--- src/hdl/qdsa_pkg.sv ---
// ----------------------------------------------------------------------------
// qdsa_pkg
// Shared widths, codes and controller/datapath types of the quadrature
// decoder with speed and angle readout.
// ----------------------------------------------------------------------------
package qdsa_pkg;

	// glitch filter counter width and its saturation value
	localparam int FILTER_BITS = 10;
	localparam int CNT_MAX     = (1 << FILTER_BITS) - 1;

	// field and register widths
	localparam int KIND_W     = 2;
	localparam int TIME_W     = 32;
	localparam int COUNT_W    = 32;
	localparam int ANGLE_W    = 16;
	localparam int PPR_W      = 16;
	localparam int GLITCH_W   = 10;
	localparam int CPR_W      = PPR_W + 2;
	localparam int CFG_IDX_W  = 2;
	localparam int CFG_DATA_W = 16;

	// 6e9 = 5859375 * 2^10; the factor 4 of the counts per revolution
	// leaves a left shift of 8 on the numerator
	localparam int SCALE_W               = 23;
	localparam logic [SCALE_W-1:0] SPEED_SCALE = 23'd5859375;
	localparam int SPEED_SHIFT           = 8;
	localparam int SNUM_W                = COUNT_W + SCALE_W;
	localparam int SDEN_W                = PPR_W + TIME_W;

	// 36000 hundredths of a degree per revolution
	localparam logic [ANGLE_W-1:0] ANGLE_SCALE = 16'd36000;
	localparam int ANUM_W                = CPR_W + ANGLE_W;

	// shared divider
	localparam int DIV_NUM_W = 64;
	localparam int DIV_DEN_W = 48;
	localparam int DIV_CNT_W = $clog2(DIV_NUM_W);

	// item kinds
	typedef enum logic [KIND_W-1:0] {
		KIND_SAMPLE = 2'd0,
		KIND_UPDATE = 2'd1,
		KIND_CLEAR  = 2'd2
	} kind_t;

	// configuration register indexes
	localparam logic [CFG_IDX_W-1:0] REG_PULSES_PER_REV = 2'd0;
	localparam logic [CFG_IDX_W-1:0] REG_GLITCH_CYCLES  = 2'd1;

	// which quotient the divider is working on
	typedef enum logic [1:0] {
		DIV_SPEED = 2'd0,
		DIV_MOD   = 2'd1,
		DIV_ANGLE = 2'd2
	} div_sel_t;

	typedef enum logic [3:0] {
		ST_IDLE,
		ST_ABS,
		ST_MUL,
		ST_SPD_GO,
		ST_SPD_WAIT,
		ST_MOD_GO,
		ST_MOD_WAIT,
		ST_FIX,
		ST_AMUL,
		ST_ANG_GO,
		ST_ANG_WAIT,
		ST_DONE
	} state_t;

	// controller to datapath
	typedef struct packed {
		logic     sample;
		logic     clear;
		logic     update;
		logic     abs_en;
		logic     mul_en;
		logic     div_start;
		div_sel_t div_sel;
		logic     cap;
		logic     fix_en;
		logic     amul_en;
		logic     load_out;
	} dp_cmd_t;

	// datapath to controller
	typedef struct packed {
		logic div_busy;
		logic div_done;
		logic out_full;
	} dp_status_t;

endpackage

--- src/hdl/qdsa_if.sv ---
// ----------------------------------------------------------------------------
// qdsa_if
// Valid/ready channels of the quadrature decoder: input items, results and
// configuration writes.
// ----------------------------------------------------------------------------
interface qdsa_item_if;
	import qdsa_pkg::*;

	logic              valid;
	logic              ready;
	logic [KIND_W-1:0] kind;
	logic              pin_a;
	logic              pin_b;
	logic [TIME_W-1:0] time_us;

	modport source(output valid, kind, pin_a, pin_b, time_us, input ready);
	modport sink(input valid, kind, pin_a, pin_b, time_us, output ready);
endinterface

interface qdsa_result_if;
	import qdsa_pkg::*;

	logic                      valid;
	logic                      ready;
	logic signed [COUNT_W-1:0] shaft_count;
	logic signed [COUNT_W-1:0] speed_centi_rpm;
	logic [ANGLE_W-1:0]        angle_centi_deg;

	modport source(output valid, shaft_count, speed_centi_rpm, angle_centi_deg,
		input ready);
	modport sink(input valid, shaft_count, speed_centi_rpm, angle_centi_deg,
		output ready);
endinterface

interface qdsa_cfg_if;
	import qdsa_pkg::*;

	logic                  valid;
	logic                  ready;
	logic [CFG_IDX_W-1:0]  index;
	logic [CFG_DATA_W-1:0] data;

	modport source(output valid, index, data, input ready);
	modport sink(input valid, index, data, output ready);
endinterface

--- src/hdl/qdsa_div.sv ---
// ----------------------------------------------------------------------------
// qdsa_div
// Restoring unsigned divider, one quotient bit per cycle. A start pulse
// loads the operands; done pulses for a single cycle with the last step.
// ----------------------------------------------------------------------------
module qdsa_div (
	input  logic                            clk,
	input  logic                            arst_n,
	input  logic                            start,
	input  logic [qdsa_pkg::DIV_NUM_W-1:0]  num,
	input  logic [qdsa_pkg::DIV_DEN_W-1:0]  den,
	output logic                            busy,
	output logic                            done,
	output logic [qdsa_pkg::DIV_NUM_W-1:0]  quot,
	output logic [qdsa_pkg::DIV_DEN_W-1:0]  rem
);
	import qdsa_pkg::*;

	logic                 busy_q;
	logic                 done_q;
	logic [DIV_CNT_W-1:0] cnt_q;
	logic [DIV_NUM_W-1:0] num_q;
	logic [DIV_DEN_W-1:0] rem_q;
	logic [DIV_DEN_W-1:0] den_q;
	logic [DIV_DEN_W:0]   trial;
	logic [DIV_DEN_W:0]   diff;
	logic                 ge;

	// shift in the next numerator bit and try the subtraction
	always_comb begin
		trial = {rem_q, num_q[DIV_NUM_W-1]};
		diff  = trial - {1'b0, den_q};
		ge    = (trial >= {1'b0, den_q});
	end

	// step counter and handshake
	always_ff @(posedge clk or negedge arst_n) begin
		if (!arst_n) begin
			busy_q <= 1'b0;
			done_q <= 1'b0;
			cnt_q  <= '0;
		end else begin
			done_q <= 1'b0;
			if (start) begin
				busy_q <= 1'b1;
				cnt_q  <= '0;
			end else if (busy_q) begin
				cnt_q <= cnt_q + 1'b1;
				if (cnt_q == DIV_CNT_W'(DIV_NUM_W - 1)) begin
					busy_q <= 1'b0;
					done_q <= 1'b1;
				end
			end
		end
	end

	// partial remainder and quotient shift register
	always_ff @(posedge clk) begin
		if (start) begin
			num_q <= num;
			den_q <= den;
			rem_q <= '0;
		end else if (busy_q) begin
			num_q <= {num_q[DIV_NUM_W-2:0], ge};
			rem_q <= ge ? diff[DIV_DEN_W-1:0] : trial[DIV_DEN_W-1:0];
		end
	end

	assign busy = busy_q;
	assign done = done_q;
	assign quot = num_q;
	assign rem  = rem_q;

endmodule

--- src/hdl/qdsa_dp.sv ---
// ----------------------------------------------------------------------------
// qdsa_dp
// Datapath: configuration registers, glitch filters, position counter,
// speed and angle arithmetic around the shared divider, result register.
// ----------------------------------------------------------------------------
module qdsa_dp (
	input  logic                              clk,
	input  logic                              arst_n,
	input  logic                              pin_a,
	input  logic                              pin_b,
	input  logic [qdsa_pkg::TIME_W-1:0]       time_us,
	input  logic                              cfg_valid,
	input  logic [qdsa_pkg::CFG_IDX_W-1:0]    cfg_index,
	input  logic [qdsa_pkg::CFG_DATA_W-1:0]   cfg_data,
	input  logic                              out_ready,
	output logic                              out_valid,
	output logic [qdsa_pkg::COUNT_W-1:0]      shaft_count,
	output logic [qdsa_pkg::COUNT_W-1:0]      speed_centi_rpm,
	output logic [qdsa_pkg::ANGLE_W-1:0]      angle_centi_deg,
	input  qdsa_pkg::dp_cmd_t                 cmd,
	output qdsa_pkg::dp_status_t              status
);
	import qdsa_pkg::*;

	typedef struct packed {
		logic                   stable;
		logic                   chg;
		logic [FILTER_BITS-1:0] cnt;
	} filt_t;

	// one glitch filter step for one pin
	function automatic filt_t filter_step(
		input logic                   raw,
		input logic                   stable,
		input logic [FILTER_BITS-1:0] cnt,
		input logic [FILTER_BITS-1:0] thr
	);
		filt_t                  r;
		logic [FILTER_BITS-1:0] nxt;
		r.stable = stable;
		r.chg    = 1'b0;
		r.cnt    = '0;
		nxt      = (cnt == FILTER_BITS'(CNT_MAX)) ? cnt : cnt + 1'b1;
		if (raw != stable) begin
			if (nxt >= thr) begin
				r.stable = raw;
				r.chg    = 1'b1;
			end else begin
				r.cnt = nxt;
			end
		end
		return r;
	endfunction

	logic [PPR_W-1:0]       ppr_q;
	logic [GLITCH_W-1:0]    glitch_q;
	logic [CPR_W-1:0]       cpr;
	logic [FILTER_BITS-1:0] thr;

	logic                   stable_a_q;
	logic                   stable_b_q;
	logic [FILTER_BITS-1:0] fcnt_a_q;
	logic [FILTER_BITS-1:0] fcnt_b_q;
	logic [COUNT_W-1:0]     pos_q;
	logic [COUNT_W-1:0]     prior_count_q;
	logic [TIME_W-1:0]      prior_time_q;
	filt_t                  fa;
	filt_t                  fb;
	logic                   step_en;
	logic                   step_up;

	logic [COUNT_W-1:0]     snap_q;
	logic [COUNT_W-1:0]     dc_q;
	logic [TIME_W-1:0]      dt_q;
	logic [COUNT_W-1:0]     mag_q;
	logic                   neg_q;
	logic [COUNT_W-1:0]     cabs_q;
	logic                   cneg_q;
	logic [SNUM_W-1:0]      snum_q;
	logic [SDEN_W-1:0]      sden_q;
	logic [CPR_W-1:0]       r_q;
	logic [CPR_W-1:0]       m_q;
	logic [ANUM_W-1:0]      anum_q;
	logic [COUNT_W-1:0]     speed_q;
	logic [ANGLE_W-1:0]     angle_q;
	logic [COUNT_W-1:0]     speed_sat;

	logic                   div_busy;
	logic                   div_done;
	logic [DIV_NUM_W-1:0]   div_num;
	logic [DIV_DEN_W-1:0]   div_den;
	logic [DIV_NUM_W-1:0]   div_quot;
	logic [DIV_DEN_W-1:0]   div_rem;

	logic                   out_valid_q;
	logic [COUNT_W-1:0]     out_count_q;
	logic [COUNT_W-1:0]     out_speed_q;
	logic [ANGLE_W-1:0]     out_angle_q;

	// configuration writes
	always_ff @(posedge clk or negedge arst_n) begin
		if (!arst_n) begin
			ppr_q    <= '0;
			glitch_q <= '0;
		end else if (cfg_valid) begin
			unique case (cfg_index)
				REG_PULSES_PER_REV: ppr_q    <= cfg_data[PPR_W-1:0];
				REG_GLITCH_CYCLES:  glitch_q <= cfg_data[GLITCH_W-1:0];
				default: ;
			endcase
		end
	end

	assign cpr = {ppr_q, 2'b00};

	// clip the threshold to the counter range
	always_comb begin
		thr = (32'(glitch_q) > CNT_MAX) ? FILTER_BITS'(CNT_MAX) : FILTER_BITS'(glitch_q);
	end

	// filter both pins and decode the 4x count step
	always_comb begin
		fa      = filter_step(pin_a, stable_a_q, fcnt_a_q, thr);
		fb      = filter_step(pin_b, stable_b_q, fcnt_b_q, thr);
		step_en = fa.chg ^ fb.chg;
		step_up = fa.chg ? (fa.stable == fb.stable) : (fa.stable != fb.stable);
	end

	// filter state, position count and reference point
	always_ff @(posedge clk or negedge arst_n) begin
		if (!arst_n) begin
			stable_a_q    <= 1'b0;
			stable_b_q    <= 1'b0;
			fcnt_a_q      <= '0;
			fcnt_b_q      <= '0;
			pos_q         <= '0;
			prior_count_q <= '0;
			prior_time_q  <= '0;
		end else begin
			if (cmd.sample) begin
				stable_a_q <= fa.stable;
				stable_b_q <= fb.stable;
				fcnt_a_q   <= fa.cnt;
				fcnt_b_q   <= fb.cnt;
				if (step_en) begin
					pos_q <= step_up ? pos_q + 1'b1 : pos_q - 1'b1;
				end
			end
			if (cmd.clear) begin
				pos_q         <= '0;
				prior_count_q <= '0;
				prior_time_q  <= time_us;
			end
			if (cmd.update) begin
				prior_count_q <= pos_q;
				prior_time_q  <= time_us;
			end
		end
	end

	// snapshot, magnitudes and products for an update
	always_ff @(posedge clk) begin
		if (cmd.update) begin
			snap_q <= pos_q;
			dc_q   <= pos_q - prior_count_q;
			dt_q   <= time_us - prior_time_q;
		end
		if (cmd.abs_en) begin
			mag_q  <= dc_q[COUNT_W-1] ? -dc_q : dc_q;
			neg_q  <= dc_q[COUNT_W-1];
			cabs_q <= snap_q[COUNT_W-1] ? -snap_q : snap_q;
			cneg_q <= snap_q[COUNT_W-1];
		end
		if (cmd.mul_en) begin
			snum_q <= SNUM_W'(mag_q) * SNUM_W'(SPEED_SCALE);
			sden_q <= SDEN_W'(ppr_q) * SDEN_W'(dt_q);
		end
		if (cmd.fix_en) begin
			m_q <= (cneg_q && (r_q != '0)) ? cpr - r_q : r_q;
		end
		if (cmd.amul_en) begin
			anum_q <= ANUM_W'(m_q) * ANUM_W'(ANGLE_SCALE);
		end
	end

	// pick divider operands
	always_comb begin
		unique case (cmd.div_sel)
			DIV_SPEED: begin
				div_num = DIV_NUM_W'({snum_q, {SPEED_SHIFT{1'b0}}});
				div_den = DIV_DEN_W'(sden_q);
			end
			DIV_MOD: begin
				div_num = DIV_NUM_W'(cabs_q);
				div_den = DIV_DEN_W'(cpr);
			end
			DIV_ANGLE: begin
				div_num = DIV_NUM_W'(anum_q);
				div_den = DIV_DEN_W'(cpr);
			end
			default: begin
				div_num = '0;
				div_den = '0;
			end
		endcase
	end

	qdsa_div u_div (
		.clk    (clk),
		.arst_n (arst_n),
		.start  (cmd.div_start),
		.num    (div_num),
		.den    (div_den),
		.busy   (div_busy),
		.done   (div_done),
		.quot   (div_quot),
		.rem    (div_rem)
	);

	// sign and saturate the speed quotient; zero lines or zero time give 0
	always_comb begin
		if (sden_q == '0) begin
			speed_sat = '0;
		end else if (div_quot[DIV_NUM_W-1:COUNT_W-1] != '0) begin
			speed_sat = neg_q ? {1'b1, {(COUNT_W-1){1'b0}}} : {1'b0, {(COUNT_W-1){1'b1}}};
		end else begin
			speed_sat = neg_q ? -div_quot[COUNT_W-1:0] : div_quot[COUNT_W-1:0];
		end
	end

	// capture divider results
	always_ff @(posedge clk) begin
		if (cmd.cap) begin
			unique case (cmd.div_sel)
				DIV_SPEED: speed_q <= speed_sat;
				DIV_MOD:   r_q     <= div_rem[CPR_W-1:0];
				DIV_ANGLE: angle_q <= (ppr_q == '0) ? '0 : div_quot[ANGLE_W-1:0];
				default: ;
			endcase
		end
	end

	// result register: hold until the transfer completes
	always_ff @(posedge clk or negedge arst_n) begin
		if (!arst_n) begin
			out_valid_q <= 1'b0;
		end else if (cmd.load_out) begin
			out_valid_q <= 1'b1;
		end else if (out_ready) begin
			out_valid_q <= 1'b0;
		end
	end

	always_ff @(posedge clk) begin
		if (cmd.load_out) begin
			out_count_q <= snap_q;
			out_speed_q <= speed_q;
			out_angle_q <= angle_q;
		end
	end

	assign out_valid       = out_valid_q;
	assign shaft_count     = out_count_q;
	assign speed_centi_rpm = out_speed_q;
	assign angle_centi_deg = out_angle_q;

	assign status.div_busy = div_busy;
	assign status.div_done = div_done;
	assign status.out_full = out_valid_q && !out_ready;

endmodule

--- src/hdl/qdsa_ctrl.sv ---
// ----------------------------------------------------------------------------
// qdsa_ctrl
// Controller: decodes accepted items and sequences the update arithmetic
// (magnitudes, products, three divisions, result load).
// ----------------------------------------------------------------------------
module qdsa_ctrl (
	input  logic                          clk,
	input  logic                          arst_n,
	input  logic                          item_valid,
	input  logic [qdsa_pkg::KIND_W-1:0]   item_kind,
	output logic                          item_ready,
	output qdsa_pkg::dp_cmd_t             cmd,
	input  qdsa_pkg::dp_status_t          status
);
	import qdsa_pkg::*;

	state_t state_q;
	state_t state_d;

	// state register
	always_ff @(posedge clk or negedge arst_n) begin
		if (!arst_n) begin
			state_q <= ST_IDLE;
		end else begin
			state_q <= state_d;
		end
	end

	// next state and commands
	always_comb begin
		state_d     = state_q;
		cmd         = '0;
		cmd.div_sel = DIV_SPEED;
		item_ready  = 1'b0;
		unique case (state_q)
			ST_IDLE: begin
				item_ready = 1'b1;
				if (item_valid) begin
					unique case (item_kind)
						KIND_SAMPLE: cmd.sample = 1'b1;
						KIND_CLEAR:  cmd.clear  = 1'b1;
						KIND_UPDATE: begin
							cmd.update = 1'b1;
							state_d    = ST_ABS;
						end
						default: ;
					endcase
				end
			end
			ST_ABS: begin
				cmd.abs_en = 1'b1;
				state_d    = ST_MUL;
			end
			ST_MUL: begin
				cmd.mul_en = 1'b1;
				state_d    = ST_SPD_GO;
			end
			ST_SPD_GO: begin
				cmd.div_start = 1'b1;
				state_d       = ST_SPD_WAIT;
			end
			ST_SPD_WAIT: begin
				if (status.div_done) begin
					cmd.cap = 1'b1;
					state_d = ST_MOD_GO;
				end
			end
			ST_MOD_GO: begin
				cmd.div_sel   = DIV_MOD;
				cmd.div_start = 1'b1;
				state_d       = ST_MOD_WAIT;
			end
			ST_MOD_WAIT: begin
				cmd.div_sel = DIV_MOD;
				if (status.div_done) begin
					cmd.cap = 1'b1;
					state_d = ST_FIX;
				end
			end
			ST_FIX: begin
				cmd.fix_en = 1'b1;
				state_d    = ST_AMUL;
			end
			ST_AMUL: begin
				cmd.amul_en = 1'b1;
				state_d     = ST_ANG_GO;
			end
			ST_ANG_GO: begin
				cmd.div_sel   = DIV_ANGLE;
				cmd.div_start = 1'b1;
				state_d       = ST_ANG_WAIT;
			end
			ST_ANG_WAIT: begin
				cmd.div_sel = DIV_ANGLE;
				if (status.div_done) begin
					cmd.cap = 1'b1;
					state_d = ST_DONE;
				end
			end
			ST_DONE: begin
				// wait for the result register to drain
				if (!status.out_full) begin
					cmd.load_out = 1'b1;
					state_d      = ST_IDLE;
				end
			end
			default: state_d = ST_IDLE;
		endcase
	end

endmodule

--- src/hdl/quadrature_decoder_speed_angle_unit.sv ---
// ----------------------------------------------------------------------------
// quadrature_decoder_speed_angle_unit
// 4x quadrature decoder with glitch filters, speed and angle readout.
// ----------------------------------------------------------------------------
// Usage:
//  item   : valid/ready input. kind 0 carries one sample of pins A and B,
//           kind 1 requests an update, kind 2 clears the count at time_us.
//  result : valid/ready output, one transfer per update item: count,
//           speed in 0.01 rpm since the previous update or clear, angle in
//           0.01 degree.
//  cfg    : register writes, always ready; index 0 lines per revolution,
//           index 1 glitch filter length. Write only while the block is idle.
// Throughput: samples, clears and unused kinds may follow back to back. An
//  update runs the shared 64-step divider three times, and no item is taken
//  from its acceptance until the result is loaded into its register.
// Reset clears the count, filters, reference point and both registers.
// A stalled result holds in its register while the next items are taken;
//  only a second update waits for that transfer before its load.
// ----------------------------------------------------------------------------
module quadrature_decoder_speed_angle_unit (
	input  logic          clk,
	input  logic          arst_n,
	qdsa_item_if.sink     item,
	qdsa_result_if.source result,
	qdsa_cfg_if.sink      cfg
);
	import qdsa_pkg::*;

	dp_cmd_t               cmd;
	dp_status_t            status;
	logic [COUNT_W-1:0]    shaft_count;
	logic [COUNT_W-1:0]    speed_centi_rpm;

	assign cfg.ready = 1'b1;

	// sequencer
	qdsa_ctrl u_ctrl (
		.clk        (clk),
		.arst_n     (arst_n),
		.item_valid (item.valid),
		.item_kind  (item.kind),
		.item_ready (item.ready),
		.cmd        (cmd),
		.status     (status)
	);

	// arithmetic and state
	qdsa_dp u_dp (
		.clk             (clk),
		.arst_n          (arst_n),
		.pin_a           (item.pin_a),
		.pin_b           (item.pin_b),
		.time_us         (item.time_us),
		.cfg_valid       (cfg.valid),
		.cfg_index       (cfg.index),
		.cfg_data        (cfg.data),
		.out_ready       (result.ready),
		.out_valid       (result.valid),
		.shaft_count     (shaft_count),
		.speed_centi_rpm (speed_centi_rpm),
		.angle_centi_deg (result.angle_centi_deg),
		.cmd             (cmd),
		.status          (status)
	);

	assign result.shaft_count     = signed'(shaft_count);
	assign result.speed_centi_rpm = signed'(speed_centi_rpm);

`ifndef SYNTH
	a_busy_no_accept: assert property (@(posedge clk) disable iff (!arst_n)
		status.div_busy |-> !item.ready)
		else $error("item ready while divider busy");

	a_update_blocks: assert property (@(posedge clk) disable iff (!arst_n)
		(item.valid && item.ready && item.kind == KIND_UPDATE) |=> !item.ready)
		else $error("item taken right after an update");

	a_angle_range: assert property (@(posedge clk) disable iff (!arst_n)
		result.valid |-> (result.angle_centi_deg < ANGLE_SCALE))
		else $error("angle out of range");

	a_valid_from_load: assert property (@(posedge clk) disable iff (!arst_n)
		$rose(result.valid) |-> $past(cmd.load_out))
		else $error("result valid without load");
`endif

endmodule

--- src/flat_wrapper.sv ---
// flat-port wrapper written by rule: the top's interface ports become plain ports
module quadrature_decoder_speed_angle_unit_flat import qdsa_pkg::*;
  (clk, arst_n, item_valid, item_kind, item_pin_a, item_pin_b, item_time_us, item_ready, result_valid, result_shaft_count, result_speed_centi_rpm, result_angle_centi_deg, result_ready, cfg_valid, cfg_index, cfg_data, cfg_ready);
  qdsa_item_if item_i ();
  qdsa_result_if result_i ();
  qdsa_cfg_if cfg_i ();
  input  logic clk;
  input  logic arst_n;
  input wire logic [$bits(item_i.valid)-1:0] item_valid;
  input wire logic [$bits(item_i.kind)-1:0] item_kind;
  input wire logic [$bits(item_i.pin_a)-1:0] item_pin_a;
  input wire logic [$bits(item_i.pin_b)-1:0] item_pin_b;
  input wire logic [$bits(item_i.time_us)-1:0] item_time_us;
  output wire logic [$bits(item_i.ready)-1:0] item_ready;
  output wire logic [$bits(result_i.valid)-1:0] result_valid;
  output wire logic [$bits(result_i.shaft_count)-1:0] result_shaft_count;
  output wire logic [$bits(result_i.speed_centi_rpm)-1:0] result_speed_centi_rpm;
  output wire logic [$bits(result_i.angle_centi_deg)-1:0] result_angle_centi_deg;
  input wire logic [$bits(result_i.ready)-1:0] result_ready;
  input wire logic [$bits(cfg_i.valid)-1:0] cfg_valid;
  input wire logic [$bits(cfg_i.index)-1:0] cfg_index;
  input wire logic [$bits(cfg_i.data)-1:0] cfg_data;
  output wire logic [$bits(cfg_i.ready)-1:0] cfg_ready;
  assign item_i.valid = item_valid;
  assign item_i.kind = item_kind;
  assign item_i.pin_a = item_pin_a;
  assign item_i.pin_b = item_pin_b;
  assign item_i.time_us = item_time_us;
  assign item_ready = item_i.ready;
  assign result_valid = result_i.valid;
  assign result_shaft_count = result_i.shaft_count;
  assign result_speed_centi_rpm = result_i.speed_centi_rpm;
  assign result_angle_centi_deg = result_i.angle_centi_deg;
  assign result_i.ready = result_ready;
  assign cfg_i.valid = cfg_valid;
  assign cfg_i.index = cfg_index;
  assign cfg_i.data = cfg_data;
  assign cfg_ready = cfg_i.ready;
  quadrature_decoder_speed_angle_unit u_core (.clk(clk), .arst_n(arst_n), .item(item_i), .result(result_i), .cfg(cfg_i));
endmodule
--- config.mk ---
export PLATFORM = sky130hd
export DESIGN_NAME = quadrature_decoder_speed_angle_unit_flat
export DESIGN_NICKNAME = d
export VERILOG_FILES = /design/src/hdl/qdsa_pkg.sv /design/src/hdl/qdsa_if.sv /design/src/hdl/qdsa_div.sv /design/src/hdl/qdsa_dp.sv /design/src/hdl/qdsa_ctrl.sv /design/src/hdl/quadrature_decoder_speed_angle_unit.sv /design/src/flat_wrapper.sv
export SDC_FILE = /design/constraint.sdc
export NUM_CORES = 2
export LEC_CHECK = 0
export ABC_AREA = 0
export BUFFER_PORTS_ARGS = -buffer_cell sky130_fd_sc_hd__buf_2
export CORE_MARGIN = 3
export CORE_UTILIZATION = 65
export CTS_CLUSTER_DIAMETER = 100
export CTS_CLUSTER_SIZE = 8
export DETAILED_ROUTE_END_ITERATION = 8
export GPL_TIMING_DRIVEN = 0
export PLACE_DENSITY = 0.82
export SLEW_MARGIN = 5
export SYNTH_ARGS = -nofsm -noshare
export SYNTH_HDL_FRONTEND = slang
export SYNTH_SLANG_ARGS = --single-unit
export TNS_END_PERCENT = 5
--- constraint.sdc ---
create_clock -name clk -period 10.5 [get_ports clk]
set_input_delay 2.1 -clock clk [delete_from_list [all_inputs] [get_ports clk]]
set_output_delay 2.1 -clock clk [all_outputs]
set_load 0.03 [all_outputs]
# Word level (Yosys, flattened, before mapping)

Index checks and enable logic that the tools add are counted.

Register bits after elaboration: 775
Input bits: 59
Output and inout bits: 83
Logic and storage cells: 173

$add $sub $neg: 12
$mul: 3
Magnitude comparators: 3
Eq/ne operators: 29
Mux-type cells: 61
Bitwise logic cells: 1
Reduce and logical (&&, ||, !) cells: 28

Operators with widths:

| cell                   | number |
|---|---|
| $mux 32                | 11 |
| $pmux 63 s3            | 1 |
| $mux 64                | 2 |
| $neg 32->32            | 3 |
| $pmux 48 s2            | 1 |
| $sub 32x32->32         | 2 |
| $mux 31                | 2 |
| $mul 32x23->55 const B | 1 |
| $ge 49x48->1           | 1 |
| $logic_not 48->1       | 1 |
| $mul 16x32->48         | 1 |
| $mux 48                | 1 |
| $pmux 4 s12            | 1 |
| $sub 48x48->48         | 1 |
| $mux 10                | 4 |
| $reduce_bool 33->1     | 1 |
| $add 32x1->32 const B  | 1 |
| $sub 32x1->32 const B  | 1 |
| $mul 18x11->29 const B | 1 |
| $mux 12                | 2 |
| $mux 4                 | 6 |
| $mux 1                 | 22 |
| $add 10x1->10 const B  | 2 |
| $eq 10x10->1 const B   | 2 |
| 31 further kinds       | 66 |

# Depth between registers and ports, before layout

Depth after elaboration: 11
Mapped depth: 28
Gate-level depth less buffers: 26

# Hierarchy

Synthesis repeated with hierarchy kept, for this count alone.

Cell total of the unflattened synthesis: 6997
Area, all modules: 71645.0 µm²

By module, submodules not included:

| module                              | instances | cells an instance | area each (µm²) | sequential area each (µm²) |
|---|---|---|---|---|
| qdsa_dp                             | 1         | 6002              | 61463.9         | 17381.7 |
| qdsa_div                            | 1         | 950               | 9759.4          | 4524.3 |
| qdsa_ctrl                           | 1         | 43                | 410.4           | 100.1 |
| quadrature_decoder_speed_angle_unit | 1         | 2                 | 11.3            | 0.0 |

# Least setup slack after synthesis

OpenSTA, ideal clock, no wires.

Kind: reg-to-reg
Start point: reg u_core.u_ctrl.state_q[3]
End point: reg u_core.u_dp.sden_q[0], enable pin
Setup time: 712 ps
Arrival time: 8222 ps
Data required time: 9788 ps
Slack: 1566 ps
Cell stages (with the launch flop): 3
Path buffers: 0
Clock period less this slack: 8934 ps
Cells stage by stage: dfrtp_1 or2_2 nor3b_1

Cells in the longest elaborated chain, start to end: 2

RTL lines:

| element                | RTL line        | text |
|---|---|---|
| from (decl)            | qdsa_ctrl.sv:17 | `state_t state_q;` |
| from (signal assigned) | qdsa_ctrl.sv:25 | `state_q <= state_d;` |
| $eq 4x2->1             | qdsa_ctrl.sv:35 | `unique case (state_q)` |
| $mux 1                 | qdsa_ctrl.sv:35 |  |
| to (signal assigned)   | qdsa_dp.sv:176  | `sden_q <= SDEN_W'(ppr_q) * SDEN_W'(dt_q);` |
| to (decl)              | qdsa_dp.sv:80   | `logic [SDEN_W-1:0] sden_q;` |

No other way between the ends.
A chain may end at the register's enable or synchronous reset.

# Worst setup path in the final report

Start point: reg u_core.u_dp.ppr_q[15]
End point: reg u_core.u_dp.sden_q[45], data pin

Cells in the longest elaborated chain, start to end: 1

RTL lines:

| element                | RTL line       | text |
|---|---|---|
| from (decl)            | qdsa_dp.sv:55  | `logic [PPR_W-1:0] ppr_q;` |
| from (signal assigned) | qdsa_dp.sv:107 | `REG_PULSES_PER_REV: ppr_q <= cfg_data[PPR_W-1:0];` |
| $mul 16x32->48         | qdsa_dp.sv:176 |  |

No other way between the ends.

==> run metrics <==
die area=between 0.1 and 0.15 mm²; met1 WL=72.8 mm; Register Area=0.0220 mm²; Cell variety after synth=84; area of the multi-input gates=around 0.043 mm²; vias in the first global route=about 53k; Final #Nets=roughly 9k; non-filler cells in the finished layout=roughly 9k; Reg2Reg Capture Point=u_core.u_dp.sden_q[45]; Worst Path Max Fanout=10; Max Fclk=0.117 GHz; min-delay worst type=flop to flop; Antenna diodes=0; ys flop type=edfxtp_1; arrival time at the worst endpoint=about 9 ns; Netlist Area Pre-Place=approximately 0.07 mm²; antenna violations before repair=3; clock buffer depth=3; Setup crit start kind=flop; drt drc=5; # IOs=142; Synth async-reset ratio=roughly a fifth; Clock Skew=about 0.047 ns; violated checks=DRC; Max Slew Vio Count=0; Rows=120; Max Cap Viol=0; Hold Path Stages=0; area grow syn2layout=8.28%; worst setup path category=flop to flop; CTS tree=yes; core box area=~0.11 mm²; layout cell share with drive strength beyond 1=approximately 4.9%; CTS resizes=0; RePlAce Congestion=0.988; status=finished with violations; number of vias per cell=between 5 and 6; setup slack, reg-to-reg=1.93 ns; Routed Antenna Nets=0; final setup fails=0; drt total wl=around 180 mm; DR iter-0 viols=5002; Seq/Total Area, Yosys=between 30% and 40%; post-CTS setup buffers=0; RSZ-0062 raised after global routing=no; starting density of the core=65.9%; met3 WL=20.6 mm; Rel. slew slack=a little over an eighth; Sink Count=775; die width=approximately 340 µm; crit path capture type=flop; final cycle utilization of the critical path=81.6%; TritonRoute pass-1 iters=9; YS warnings=0; syn_nets=about 8.6k; Hold-fix buffers, CTS=0; Worst Reg-to-Reg Cells=23; EDFF count, synth=between 500 and 600; clock transition at the registers of the reported paths=0.05 ns; largest net degree at the start of global routing=83; buffers added on ports=140; vias=52.8k; Worst Hold End=u_core.u_dp.speed_centi_rpm[11]; Inserted Clock Buffers=around 110; GRT Total Usage=around 33%; Synth Register Bits=slightly below 800; H-tree Lvls=3; Inst Count DP=about 8.6k; Final Hold Viols=0; DP Wirelength=between 100 and 150 mm; Worst EP required=about 11 ns; fillcell total=around 7.6k; Tightest Pin Transition=1.27 ns; grt ovf=0; drt wl/cell=between 20 and 25 µm; Mapped Avg Cell Area=about 10 µm²; Final min period=~8.6 ns; setup TNS=0 ns; die height=336 µm; post-synthesis instance total=between 7k and 8k; RR Startpoint=u_core.u_dp.ppr_q[15]; worst skew pair latency=roughly 0.69 ns; first-pass GRT wire length=290 mm; CTS root buf=clkbuf_16; Hold Startpoint=u_core.u_dp.speed_q[11]; top layer in use=met5; met2 wire len=between 80 and 90 mm
worst max-delay path, cell delays in order (launching register included):
cell and delay [ns]:
dfrtp_1 0.32, clkbuf_1 0.67, clkbuf_1 0.66, and2_1 0.26
fa_1 0.43, fa_1 0.52, fa_1 0.53, fa_1 0.52
fa_1 0.54, inv_1 0.05, fa_1 0.63, inv_1 0.07
ha_1 0.29, clkbuf_1 0.29, nand3_1 0.11, or3_1 0.38
or3b_2 0.44, a21oi_1 0.14, nor2_1 0.10, o311ai_1 0.42
a21oi_1 0.19, o311ai_0 0.35, o21ai_0 0.19, xnor2_1 0.16
cell usage in the layout, fill, tap and decap left out, types with 29 or more instances in the layout:
cell       instances
dfxtp_1           48
fa_1             727
a31oi_1           33
nor3_1            66
a211oi_1          55
or3_1             43
a21o_1           136
xor2_1            92
nand2_1          713
buf_2            141
edfxtp_1         570
nor2_1           255
nor2b_1           37
nand3_1          135
xnor2_1          256
o21bai_1          43
clkbuf_16        109
nand4_1           49
dfrtp_1          157
clkbuf_1         322
o31ai_1           67
and2_1           276
nand2b_1          44
a21oi_1          286
o21a_1            39
o21ai_0          326
inv_1           1231
mux2_2            36
and3_1            29
nor4_1            36
ha_1             694
through the flow:
step	hold WS [ns]	setup WS [ns]	util (%)	instance area, µm²
2_1_floorplan	0.400	1.57	-	70900
3_3_place_gp	0.404	-0.994	68.2	73400
3_5_place_dp	0.405	2.12	68.4	73700
4_1_cts	0.414	2.08	71.3	76800
5_1_grt	0.418	1.68	71.3	76800
6_report	0.415	1.93	71.3	76800
worst max path at each step:
stage,endpoint,slack (ns),depth (start not counted),startpoint
finish,u_core.u_dp.sden_q[45],1.93,23,u_core.u_dp.ppr_q[15]
global route,u_core.u_dp.sden_q[45],1.68,23,u_core.u_dp.ppr_q[15]
CTS,u_core.u_dp.sden_q[45],2.08,23,u_core.u_dp.ppr_q[15]
detailed placement,u_core.u_dp.sden_q[45],2.12,23,u_core.u_dp.ppr_q[15]
global placement,u_core.u_dp.sden_q[40],-0.99,2,u_core.u_ctrl.state_q[3]
floorplan,u_core.u_dp.sden_q[0],1.57,2,u_core.u_ctrl.state_q[3]
registers in the layout (all words and copies together), names as in the netlist, 48 cells and up:
| name | flops |
|---|---|
| u_core.u_dp.u_div.den_q | 48 |
| u_core.u_dp.snum_q | 55 |
| u_core.u_dp.u_div.quot | 64 |
| u_core.u_dp.sden_q | 48 |
| u_core.u_dp.u_div.rem | 48 |
cells in the mapped netlist, drive strengths merged (136+ instances only):
library cell	n	area, µm²
edfxtp	570	17100
nand2	713	2680
fa	727	14600
dfrtp	157	3930
xnor2	256	2240
inv	1233	4630
nor2	255	957
a21oi	286	1430
a21o	136	1020
o21ai	329	1650
ha	694	8680
and2	276	1730
clkbuf	251	942
per-layer routing:
layer	vias to the layer above	GRT usage, %
li1	24200	-
met2	2492	52.4
met3	457	8.23
met5	-	0
met4	4	10.5
met1	25600	44.9
logic make-up (layout without fill, tap and decap cells):
logic type	Yosys count	in the layout	synth area share, %
muxes	63	63	0.953
and+or+nand+nor	1757	1757	11.9
other	1	1	0.00529
DFF	775	775	31.0
AOI/OAI and AO/OA	1217	1217	11.1
xor gates and xnor gates	348	348	4.30
adders and majority gates	1421	1421	32.8
buffers and inverters	1501	1850	7.95
layout make-up:
| cell class | count | area share (%) |
|---|---|---|
| repair buffers | 161 | 1.26 |
| clock inverters | 7 | 0.145 |
| flip-flops and latches | 775 | 28.7 |
| well taps | 1403 | 2.29 |
| plain buffers | 268 | 1.32 |
| multi-input cells | 4807 | 56.4 |
| inverters | 1233 | 6.03 |
| clock buffers | 181 | 3.90 |
Power is left out: the tool's default activity adds up to more than one toggle a clock period on the data nets, which glitch-free logic cannot reach.
